===== config.mk =====
export PLATFORM = sky130hd
export DESIGN_NAME = memory_freeze_table_core
export DESIGN_NICKNAME = d
export VERILOG_FILES = /design/src/rtl/mft_pkg.sv /design/src/rtl/mft_cell.sv /design/src/rtl/mft_chain.sv /design/src/rtl/memory_freeze_table_core.sv
export SDC_FILE = /design/constraint.sdc
export NUM_CORES = 2
export LEC_CHECK = 0
export ABC_AREA = 0
export BUFFER_PORTS_ARGS = -buffer_cell sky130_fd_sc_hd__clkbuf_2
export CELL_PAD_IN_SITES_DETAIL_PLACEMENT = 1
export CELL_PAD_IN_SITES_GLOBAL_PLACEMENT = 1
export CORE_MARGIN = 4
export CORE_UTILIZATION = 40
export DETAILED_ROUTE_END_ITERATION = 16
export PLACE_DENSITY = 0.73
export SYNTH_ARGS = -nofsm -noshare
export SYNTH_HDL_FRONTEND = slang
export SYNTH_SLANG_ARGS = --single-unit

===== constraint.sdc =====
create_clock -name clk -period 23.9 [get_ports clk]
set_input_delay 3.585 -clock clk [delete_from_list [all_inputs] [get_ports clk]]
set_output_delay 3.585 -clock clk [all_outputs]
set_load 0.01 [all_outputs]

===== src/rtl/mft_pkg.sv =====
package mft_pkg;

	localparam int MaxEntries = 16;

	localparam int CmdW   = 4;
	localparam int AddrW  = 64;
	localparam int WidthW = 2;
	localparam int ValW   = 64;
	localparam int SlotW  = 4;
	localparam int KindW  = 2;

	// s_tdata: address, width_code, data_value, slot, zero fill to 17 bytes
	localparam int InDataW  = 136;
	// m_tdata: out_address, out_width, out_value, out_slot, found, overflow
	localparam int OutDataW = 136;

	localparam logic [CmdW-1:0] CMD_TICK     = 4'd0;
	localparam logic [CmdW-1:0] CMD_FREEZE   = 4'd1;
	localparam logic [CmdW-1:0] CMD_UNFREEZE = 4'd2;
	localparam logic [CmdW-1:0] CMD_QUERY    = 4'd3;
	localparam logic [CmdW-1:0] CMD_SET      = 4'd4;
	localparam logic [CmdW-1:0] CMD_CLEAR    = 4'd5;
	localparam logic [CmdW-1:0] CMD_REFRESH  = 4'd6;
	localparam logic [CmdW-1:0] CMD_LOAD     = 4'd7;
	localparam logic [CmdW-1:0] CMD_LIST     = 4'd8;

	localparam logic [KindW-1:0] KIND_WRITE = 2'd0;
	localparam logic [KindW-1:0] KIND_READ  = 2'd1;
	localparam logic [KindW-1:0] KIND_RESP  = 2'd2;
	localparam logic [KindW-1:0] KIND_ENTRY = 2'd3;

	localparam logic [WidthW-1:0] WC_BYTE  = 2'd0;
	localparam logic [WidthW-1:0] WC_HALF  = 2'd1;
	localparam logic [WidthW-1:0] WC_WORD  = 2'd2;

	typedef struct packed {
		logic [AddrW-1:0]  addr;
		logic [WidthW-1:0] width;
		logic [ValW-1:0]   value;
	} entry_t;

	// ring control: step moves every cell one place toward the head;
	// shrink parks the tail cell and closes the ring one cell short
	typedef struct packed {
		logic step;
		logic shrink;
	} ring_ctl_t;

	function automatic logic [ValW-1:0] width_mask(input logic [WidthW-1:0] code);
		logic [ValW-1:0] m;
		case (code)
			WC_BYTE: m = {{(ValW-8){1'b0}}, {8{1'b1}}};
			WC_HALF: m = {{(ValW-16){1'b0}}, {16{1'b1}}};
			WC_WORD: m = {{(ValW-32){1'b0}}, {32{1'b1}}};
			default: m = {ValW{1'b1}};
		endcase
		return m;
	endfunction

endpackage


===== src/rtl/mft_cell.sv =====
module mft_cell (
	input  logic            clk,
	input  logic            en,
	input  mft_pkg::entry_t d,
	output mft_pkg::entry_t q
);
	import mft_pkg::*;

	entry_t entry_q;

	always_ff @(posedge clk) begin
		if (en) begin
			entry_q <= d;
		end
	end

	assign q = entry_q;

endmodule


===== src/rtl/mft_chain.sv =====
module mft_chain #(
	parameter int MAX_ENTRIES = mft_pkg::MaxEntries
) (
	input  logic               clk,
	input  mft_pkg::ring_ctl_t ctl,
	input  mft_pkg::entry_t    tail_in,
	output mft_pkg::entry_t    head
);
	import mft_pkg::*;

	entry_t q [MAX_ENTRIES];

	for (genvar i = 0; i < MAX_ENTRIES; i++) begin : g_cell
		entry_t d;
		logic   en;

		if (i == MAX_ENTRIES - 1) begin : g_tail
			// parked while the ring runs short after a removal
			assign d  = tail_in;
			assign en = ctl.step && !ctl.shrink;
		end else if (i == MAX_ENTRIES - 2) begin : g_pre_tail
			assign d  = ctl.shrink ? tail_in : q[i+1];
			assign en = ctl.step;
		end else begin : g_mid
			assign d  = q[i+1];
			assign en = ctl.step;
		end

		mft_cell u_cell (
			.clk (clk),
			.en  (en),
			.d   (d),
			.q   (q[i])
		);
	end

	assign head = q[0];

endmodule


===== src/rtl/memory_freeze_table_core.sv =====
// Working commands rotate the entries once around a ring of MAX_ENTRIES cells past
// one head compare unit, one position a cycle. Sweep results come one a cycle, the
// first registered from the head at the first ring step; single responses are
// registered at the last step of the rotation. Ignored commands and empty sweeps
// do not start the ring. Output stalls pause the ring.
// arst_n clears control, count and enforce_enable; entry storage is not cleared.
module memory_freeze_table_core #(
	parameter int MAX_ENTRIES = mft_pkg::MaxEntries
) (
	input  logic                         clk,
	input  logic                         arst_n,

	input  logic                         cfg_valid,
	output logic                         cfg_ready,
	input  logic                         cfg_data,   // enforce_enable

	input  logic                         s_tvalid,
	output logic                         s_tready,
	// [63:0] address, [65:64] width_code, [129:66] data_value, [133:130] slot
	input  logic [mft_pkg::InDataW-1:0]  s_tdata,
	input  logic [mft_pkg::CmdW-1:0]     s_tuser,    // [3:0] command

	output logic                         m_tvalid,
	input  logic                         m_tready,
	// [63:0] out_address, [65:64] out_width, [129:66] out_value,
	// [133:130] out_slot, [134] found, [135] overflow
	output logic [mft_pkg::OutDataW-1:0] m_tdata,
	output logic [mft_pkg::KindW-1:0]    m_tuser,    // [1:0] kind
	output logic                         m_tlast
);
	import mft_pkg::*;

	localparam int CW = $clog2(MAX_ENTRIES + 1);
	localparam int SW = (CW > SlotW) ? CW : SlotW;

	logic              enforce_q;
	logic [CW-1:0]     count_q;
	logic              busy_q;
	logic [CW-1:0]     k_q;
	logic              hit_q;
	logic              shrink_q;

	logic [CmdW-1:0]   cmd_q;
	logic [AddrW-1:0]  addr_q;
	logic [WidthW-1:0] wc_q;
	logic [ValW-1:0]   data_q;
	logic [SlotW-1:0]  slot_q;
	entry_t            cap_q;
	logic [CW-1:0]     cap_pos_q;

	logic              m_tvalid_q;
	logic [KindW-1:0]  o_kind_q;
	logic [AddrW-1:0]  o_addr_q;
	logic [WidthW-1:0] o_width_q;
	logic [ValW-1:0]   o_value_q;
	logic [SlotW-1:0]  o_slot_q;
	logic              o_found_q;
	logic              o_ovf_q;
	logic              o_last_q;

	ring_ctl_t         ctl;
	entry_t            head;
	entry_t            tail_in;

	logic [CmdW-1:0]   in_cmd;
	logic              start;
	logic              step_go;
	logic              is_search;
	logic              is_sweep;
	logic              in_range;
	logic              last_step;
	logic              match_now;
	logic              load_now;
	logic              append_now;
	logic              slot_ok;
	logic              full;
	logic [SW-1:0]     k_ext;
	logic              emit;
	logic [KindW-1:0]  e_kind;
	logic [AddrW-1:0]  e_addr;
	logic [WidthW-1:0] e_width;
	logic [ValW-1:0]   e_value;
	logic [SlotW-1:0]  e_slot;
	logic              e_found;
	logic              e_ovf;
	logic              e_last;
	entry_t            hit_entry;
	logic [CW-1:0]     hit_pos;
	logic              hit_any;

	assign cfg_ready = 1'b1;
	assign s_tready  = !busy_q;
	assign in_cmd    = s_tuser;

	always_comb begin
		case (in_cmd)
			CMD_FREEZE, CMD_UNFREEZE, CMD_QUERY, CMD_SET, CMD_CLEAR, CMD_LOAD:
				start = 1'b1;
			CMD_TICK:
				start = enforce_q && (count_q != '0);
			CMD_REFRESH, CMD_LIST:
				start = count_q != '0;
			default:
				start = 1'b0;
		endcase
	end

	assign step_go    = busy_q && !(m_tvalid_q && !m_tready);
	assign is_search  = (cmd_q == CMD_UNFREEZE) || (cmd_q == CMD_QUERY) || (cmd_q == CMD_SET);
	assign is_sweep   = (cmd_q == CMD_TICK) || (cmd_q == CMD_REFRESH) || (cmd_q == CMD_LIST);
	assign in_range   = k_q < count_q;
	assign last_step  = k_q == CW'(MAX_ENTRIES - 1);
	assign k_ext      = SW'(k_q);
	assign slot_ok    = SW'(slot_q) < SW'(count_q);
	assign full       = count_q == CW'(MAX_ENTRIES);

	assign match_now  = is_search && in_range && !hit_q && (head.addr == addr_q);
	assign load_now   = (cmd_q == CMD_LOAD) && slot_ok && (k_ext == SW'(slot_q));
	assign append_now = (cmd_q == CMD_FREEZE) && (k_q == count_q);

	// head goes back in at the tail, with an edit when this is its slot
	always_comb begin
		tail_in = head;
		if (append_now) begin
			tail_in.addr  = addr_q;
			tail_in.width = wc_q;
			tail_in.value = data_q & width_mask(wc_q);
		end else if (load_now) begin
			tail_in.value = data_q & width_mask(head.width);
		end else if (match_now && (cmd_q == CMD_SET)) begin
			tail_in.value = data_q;
		end
	end

	assign ctl.step   = step_go;
	assign ctl.shrink = shrink_q;

	mft_chain #(
		.MAX_ENTRIES (MAX_ENTRIES)
	) u_chain (
		.clk     (clk),
		.ctl     (ctl),
		.tail_in (tail_in),
		.head    (head)
	);

	assign hit_any   = hit_q || match_now || load_now;
	assign hit_entry = (match_now || load_now) ? tail_in : cap_q;
	assign hit_pos   = (match_now || load_now) ? k_q : cap_pos_q;

	always_comb begin
		emit    = 1'b0;
		e_kind  = KIND_RESP;
		e_addr  = '0;
		e_width = '0;
		e_value = '0;
		e_slot  = '0;
		e_found = 1'b0;
		e_ovf   = 1'b0;
		e_last  = 1'b1;
		if (is_sweep) begin
			emit    = in_range;
			e_addr  = head.addr;
			e_width = head.width;
			e_slot  = k_ext[SlotW-1:0];
			e_last  = k_q == (count_q - CW'(1));
			case (cmd_q)
				CMD_TICK: begin
					e_kind  = KIND_WRITE;
					e_value = head.value & width_mask(head.width);
				end
				CMD_REFRESH: begin
					e_kind  = KIND_READ;
				end
				default: begin
					e_kind  = KIND_ENTRY;
					e_value = head.value;
				end
			endcase
		end else begin
			emit = last_step;
			case (cmd_q)
				CMD_FREEZE: begin
					e_addr  = addr_q;
					e_width = wc_q;
					if (full) begin
						e_ovf   = 1'b1;
					end else begin
						e_value = data_q & width_mask(wc_q);
						e_slot  = SlotW'(SW'(count_q));
					end
				end
				CMD_LOAD: begin
					e_slot = slot_q;
					if (hit_any) begin
						e_found = 1'b1;
						e_addr  = hit_entry.addr;
						e_width = hit_entry.width;
						e_value = hit_entry.value;
					end
				end
				CMD_CLEAR: begin
					e_addr = '0;
				end
				default: begin
					if (hit_any) begin
						e_found = 1'b1;
						e_addr  = hit_entry.addr;
						e_width = hit_entry.width;
						e_value = hit_entry.value;
						e_slot  = SlotW'(SW'(hit_pos));
					end else begin
						e_addr = addr_q;
					end
				end
			endcase
		end
	end

	always_ff @(posedge clk or negedge arst_n) begin
		if (!arst_n) begin
			enforce_q  <= 1'b0;
			count_q    <= '0;
			busy_q     <= 1'b0;
			k_q        <= '0;
			hit_q      <= 1'b0;
			shrink_q   <= 1'b0;
			m_tvalid_q <= 1'b0;
		end else begin
			if (cfg_valid && cfg_ready) begin
				enforce_q <= cfg_data;
			end

			if (s_tvalid && s_tready && start) begin
				busy_q   <= 1'b1;
				k_q      <= '0;
				hit_q    <= 1'b0;
				shrink_q <= 1'b0;
			end else if (step_go) begin
				k_q <= k_q + CW'(1);
				if (match_now || load_now) begin
					hit_q <= 1'b1;
				end
				if (match_now && (cmd_q == CMD_UNFREEZE)) begin
					shrink_q <= 1'b1;
				end
				if (last_step) begin
					busy_q   <= 1'b0;
					shrink_q <= 1'b0;
					case (cmd_q)
						CMD_FREEZE: begin
							if (!full) begin
								count_q <= count_q + CW'(1);
							end
						end
						CMD_UNFREEZE: begin
							if (hit_any) begin
								count_q <= count_q - CW'(1);
							end
						end
						CMD_CLEAR: begin
							count_q <= '0;
						end
						default: begin
							count_q <= count_q;
						end
					endcase
				end
			end

			if (step_go && emit) begin
				m_tvalid_q <= 1'b1;
			end else if (m_tready) begin
				m_tvalid_q <= 1'b0;
			end
		end
	end

	always_ff @(posedge clk) begin
		if (s_tvalid && s_tready) begin
			cmd_q  <= in_cmd;
			addr_q <= s_tdata[63:0];
			wc_q   <= s_tdata[65:64];
			data_q <= s_tdata[129:66];
			slot_q <= s_tdata[133:130];
		end
		if (step_go && (match_now || load_now)) begin
			cap_q     <= tail_in;
			cap_pos_q <= k_q;
		end
		if (step_go && emit) begin
			o_kind_q  <= e_kind;
			o_addr_q  <= e_addr;
			o_width_q <= e_width;
			o_value_q <= e_value;
			o_slot_q  <= e_slot;
			o_found_q <= e_found;
			o_ovf_q   <= e_ovf;
			o_last_q  <= e_last;
		end
	end

	assign m_tvalid = m_tvalid_q;
	assign m_tuser  = o_kind_q;
	assign m_tlast  = o_last_q;
	assign m_tdata  = {o_ovf_q, o_found_q, o_slot_q, o_value_q, o_width_q, o_addr_q};

endmodule


==> reports/results.tsv <==
metric	value	unit
status	completed	
cell family with most CP delay	buffers and inverters	
max cap viols	0	
# fillers	19733	
switch share	0.278	
Syn Area/Cell	20.1	sq um
WP data arrival	9.36	ns
Overflow after GRT	0	
Hold Fails Final Rpt	0	
Synth area leaders	edfxtp_1, a21oi_1, nor2_1	
Worst setup EP type	flop	
Tightest Pin Transition	1.26	ns
Adder-Cell Fraction of Synth Area	0.00191	
vias per inst	5.22	
most frequent cells in the layout	edfxtp_1, clkbuf_2, clkbuf_16	
NetSw	4040	uW
initial DRC count	3704	
post-synthesis mux area share	0.0113	
commonest non-fill, non-tap cell in the layout	edfxtp_1	
xor-xnor portion of the synthesized cell area	0.00586	
#FFs+latches synth	2506	
P per Cell Area	149	mW/mm^2
Slew HR	0.161	
r2r endpoint	u_chain.g_cell[7].u_cell.q[70]	
Comb pwr share	0.139	
Clock power frac	0.253	
full die area	0.220	sq mm
Final setup viols	0	
Hold Crit Class	flop to flop	
cells after synthesis	4237	
DR DRC count	0	
Max Freq	112	MHz
CTS Root Cell	clkbuf_16	
Num CTS Buffers	234	
critical path endpoint	u_chain.g_cell[7].u_cell.q[70]	
H-tree depth	4	
mapped cell area	0.0851	sq mm
post-synthesis cell type count	72	
CP Cell Sequence	clkbuf_2, inv_1, a21o_1, inv_16, buf_4, buf_4, buf_4, buf_4, buf_4	
CP max-delay cell	buf_4	
internal power	10500	uW
DP HPWL	115000	microns
async set or reset register ratio after synthesis	0.00599	
RSZ-0062 raised after global routing	no	
# hold bufs at CTS	0	
CTS tree	built	
initial antenna violation count	27	
core region area	0.212	sq mm
Flop pwr share	0.608	
Ports	288	
setup TNS	0	ns
vias	40163	
Post-Layout Inst Area	0.0978	sq mm
first-pass iteration count of the detailed router	5	
die height	469	microns
Post-synth top flop	edfxtp_1	
crit path buf inv count	8	
Max Clock Skew	0.0388	ns
Post-synth EDFFs	2491	
Critical Path Start	m_tready	
post-synth top area share	0.879	
Reg clk slew, reported paths	0.06	ns
clk_lat worst skew	0.87	ns
Syn Nets	4396	
reg-to-reg setup timing slack	17.22	ns
Critical Path RT	24.37	ns
YS warnings	0	
layout cells sized above 1	0.160	
final worst path period need	8.89	ns
GP Congestion	0.833	
port bufs	284	
most common cell type on the critical path	buf_4	
worst vdd ir	0.120	mV
Slew Viols, Final	0	
Die X	469	microns
Total GRT Usage	0.173	
Detailed Route WL	194000	microns
Setup CP Type	primary input to flop	
Worst Path Max Fanout	183	
global-route wire length before repair	284000	microns
CTS-repair resized insts	0	
post-CTS setup buffer count	0	
Layout area overhead	14.8	%
Critical Path Start Type	primary input	
maximum number of pins on one net before global-route repair	206	
vias in the first global route	42738	
Worst path depth	9	
Site Rows	169	
crit-path max cell delay	0.90	ns
Starting Density	0.402	
simple-gate portion of the synthesized area	0.0400	
Max clock buf depth	3	
clock sinks	2506	
sequential area share after synthesis	0.883	
reg2reg start	busy_q	
Total Nets Final	4818	
Fin Hold WS	0.400	ns
R2R cell count	8	
Area after DPL	0.0901	sq mm
fin crit share	0.372	
Synth Area in Compound Gates	0.0447	
largest family of logic cells by synthesized area	compound AO/OA/AOI/OAI gates	
Leakage	0.0348	uW
hold path startpoint	u_chain.g_cell[6].u_cell.q[42]	
DRT antenna net count	0	
post-synth top area cell	edfxtp_1	
Routed WL per cell	25.2	microns
power by group through the flow:
stage	clock network [uW]	registers [uW]	logic, uW
2_1_floorplan	0	9420	1230
3_3_place_gp	0	8700	1910
3_5_place_dp	0	8890	2030
4_1_cts	3770	8870	2050
5_1_grt	3970	9030	2220
6_report	3680	8840	2030
worst min path at each step:
| stage | endpoint | cells past startpoint |
|---|---|---|
| floorplan | u_chain.g_cell[0].u_cell.q[0] | 0 |
| global placement | u_chain.g_cell[2].u_cell.q[17] | 0 |
| detailed placement | u_chain.g_cell[12].u_cell.q[19] | 0 |
| CTS | u_chain.g_cell[10].u_cell.q[65] | 0 |
| global route | u_chain.g_cell[8].u_cell.q[12] | 0 |
| finish | u_chain.g_cell[5].u_cell.q[42] | 0 |
cell usage after synthesis (15+ instances only):
master    number
edfxtp_1    2491
nor2_1       217
a21oi_1      212
nand2_1      200
inv_1        128
o21ai_0      115
clkbuf_1     111
mux2i_1       80
nand3_1       76
and3_1        67
xor2_1        43
o211ai_1      35
buf_2         30
nor2b_1       29
or3_1         29
a31o_2        27
a221oi_1      26
a22oi_2       26
nor4_1        24
a221oi_2      20
o21ai_1       20
a22oi_1       18
and2_1        17
a31oi_1       15
dfrtp_1       15
nor3_1        15
final cells by class:
| cell class | count | area (sq um) | share of cell area |
|---|---|---|---|
| diodes | 16 | 40.0 | 0.000410 |
| clock buffers | 285 | 6110 | 0.0625 |
| clock inverters | 152 | 1510 | 0.0155 |
| inverters | 129 | 500 | 0.00512 |
| multi-input cells | 1449 | 9000 | 0.0921 |
| flip-flops and latches | 2506 | 75200 | 0.769 |
| well taps | 2821 | 3530 | 0.0361 |
| repair buffers | 339 | 1900 | 0.0194 |
per-stage QoR:
step | total power (uW) | util | cells | setup slack [ns]
global route | 15200 | 0.461 | 7689 | 14.55
global placement | 10600 | 0.425 | 7244 | 14.24
finish | 14500 | 0.461 | 7697 | 15.01
floorplan | 10700 | - | 4237 | 4.52
detailed placement | 10900 | 0.425 | 7244 | 14.01
CTS | 14700 | 0.461 | 7681 | 15.04
layer usage:
metal | share of wire | GRT usage | vias to the layer above
li1 | - | - | 17368
met1 | 0.41 | 0.221 | 20917
met2 | 0.47 | 0.271 | 1425
met3 | 0.056 | 0.0353 | 449
met4 | 0.066 | 0.108 | 4
met5 | 0.000083 | 0 | -
cells by family after synthesis:
family                   after synthesis
buffers and inverters                282
other                                  1
adder cells (fa/ha/maj)               13
AO/OA/AOI/OAI                        566
flip-flops                          2506
XOR/XNOR                              57
AND/OR/NAND/NOR                      718
multiplexers                          94
flip-flops by register name, indices dropped and copies added, names as in the netlist, 5 cells and up:
register / count
u_chain.g_cell.u_cell.q: 2080
o_value_q: 64
cap_q: 130
k_ext: 5
addr_q: 64
count_q: 5
data_q: 64
o_addr_q: 64
No activity file was read; power rests on OpenSTA's default activity.
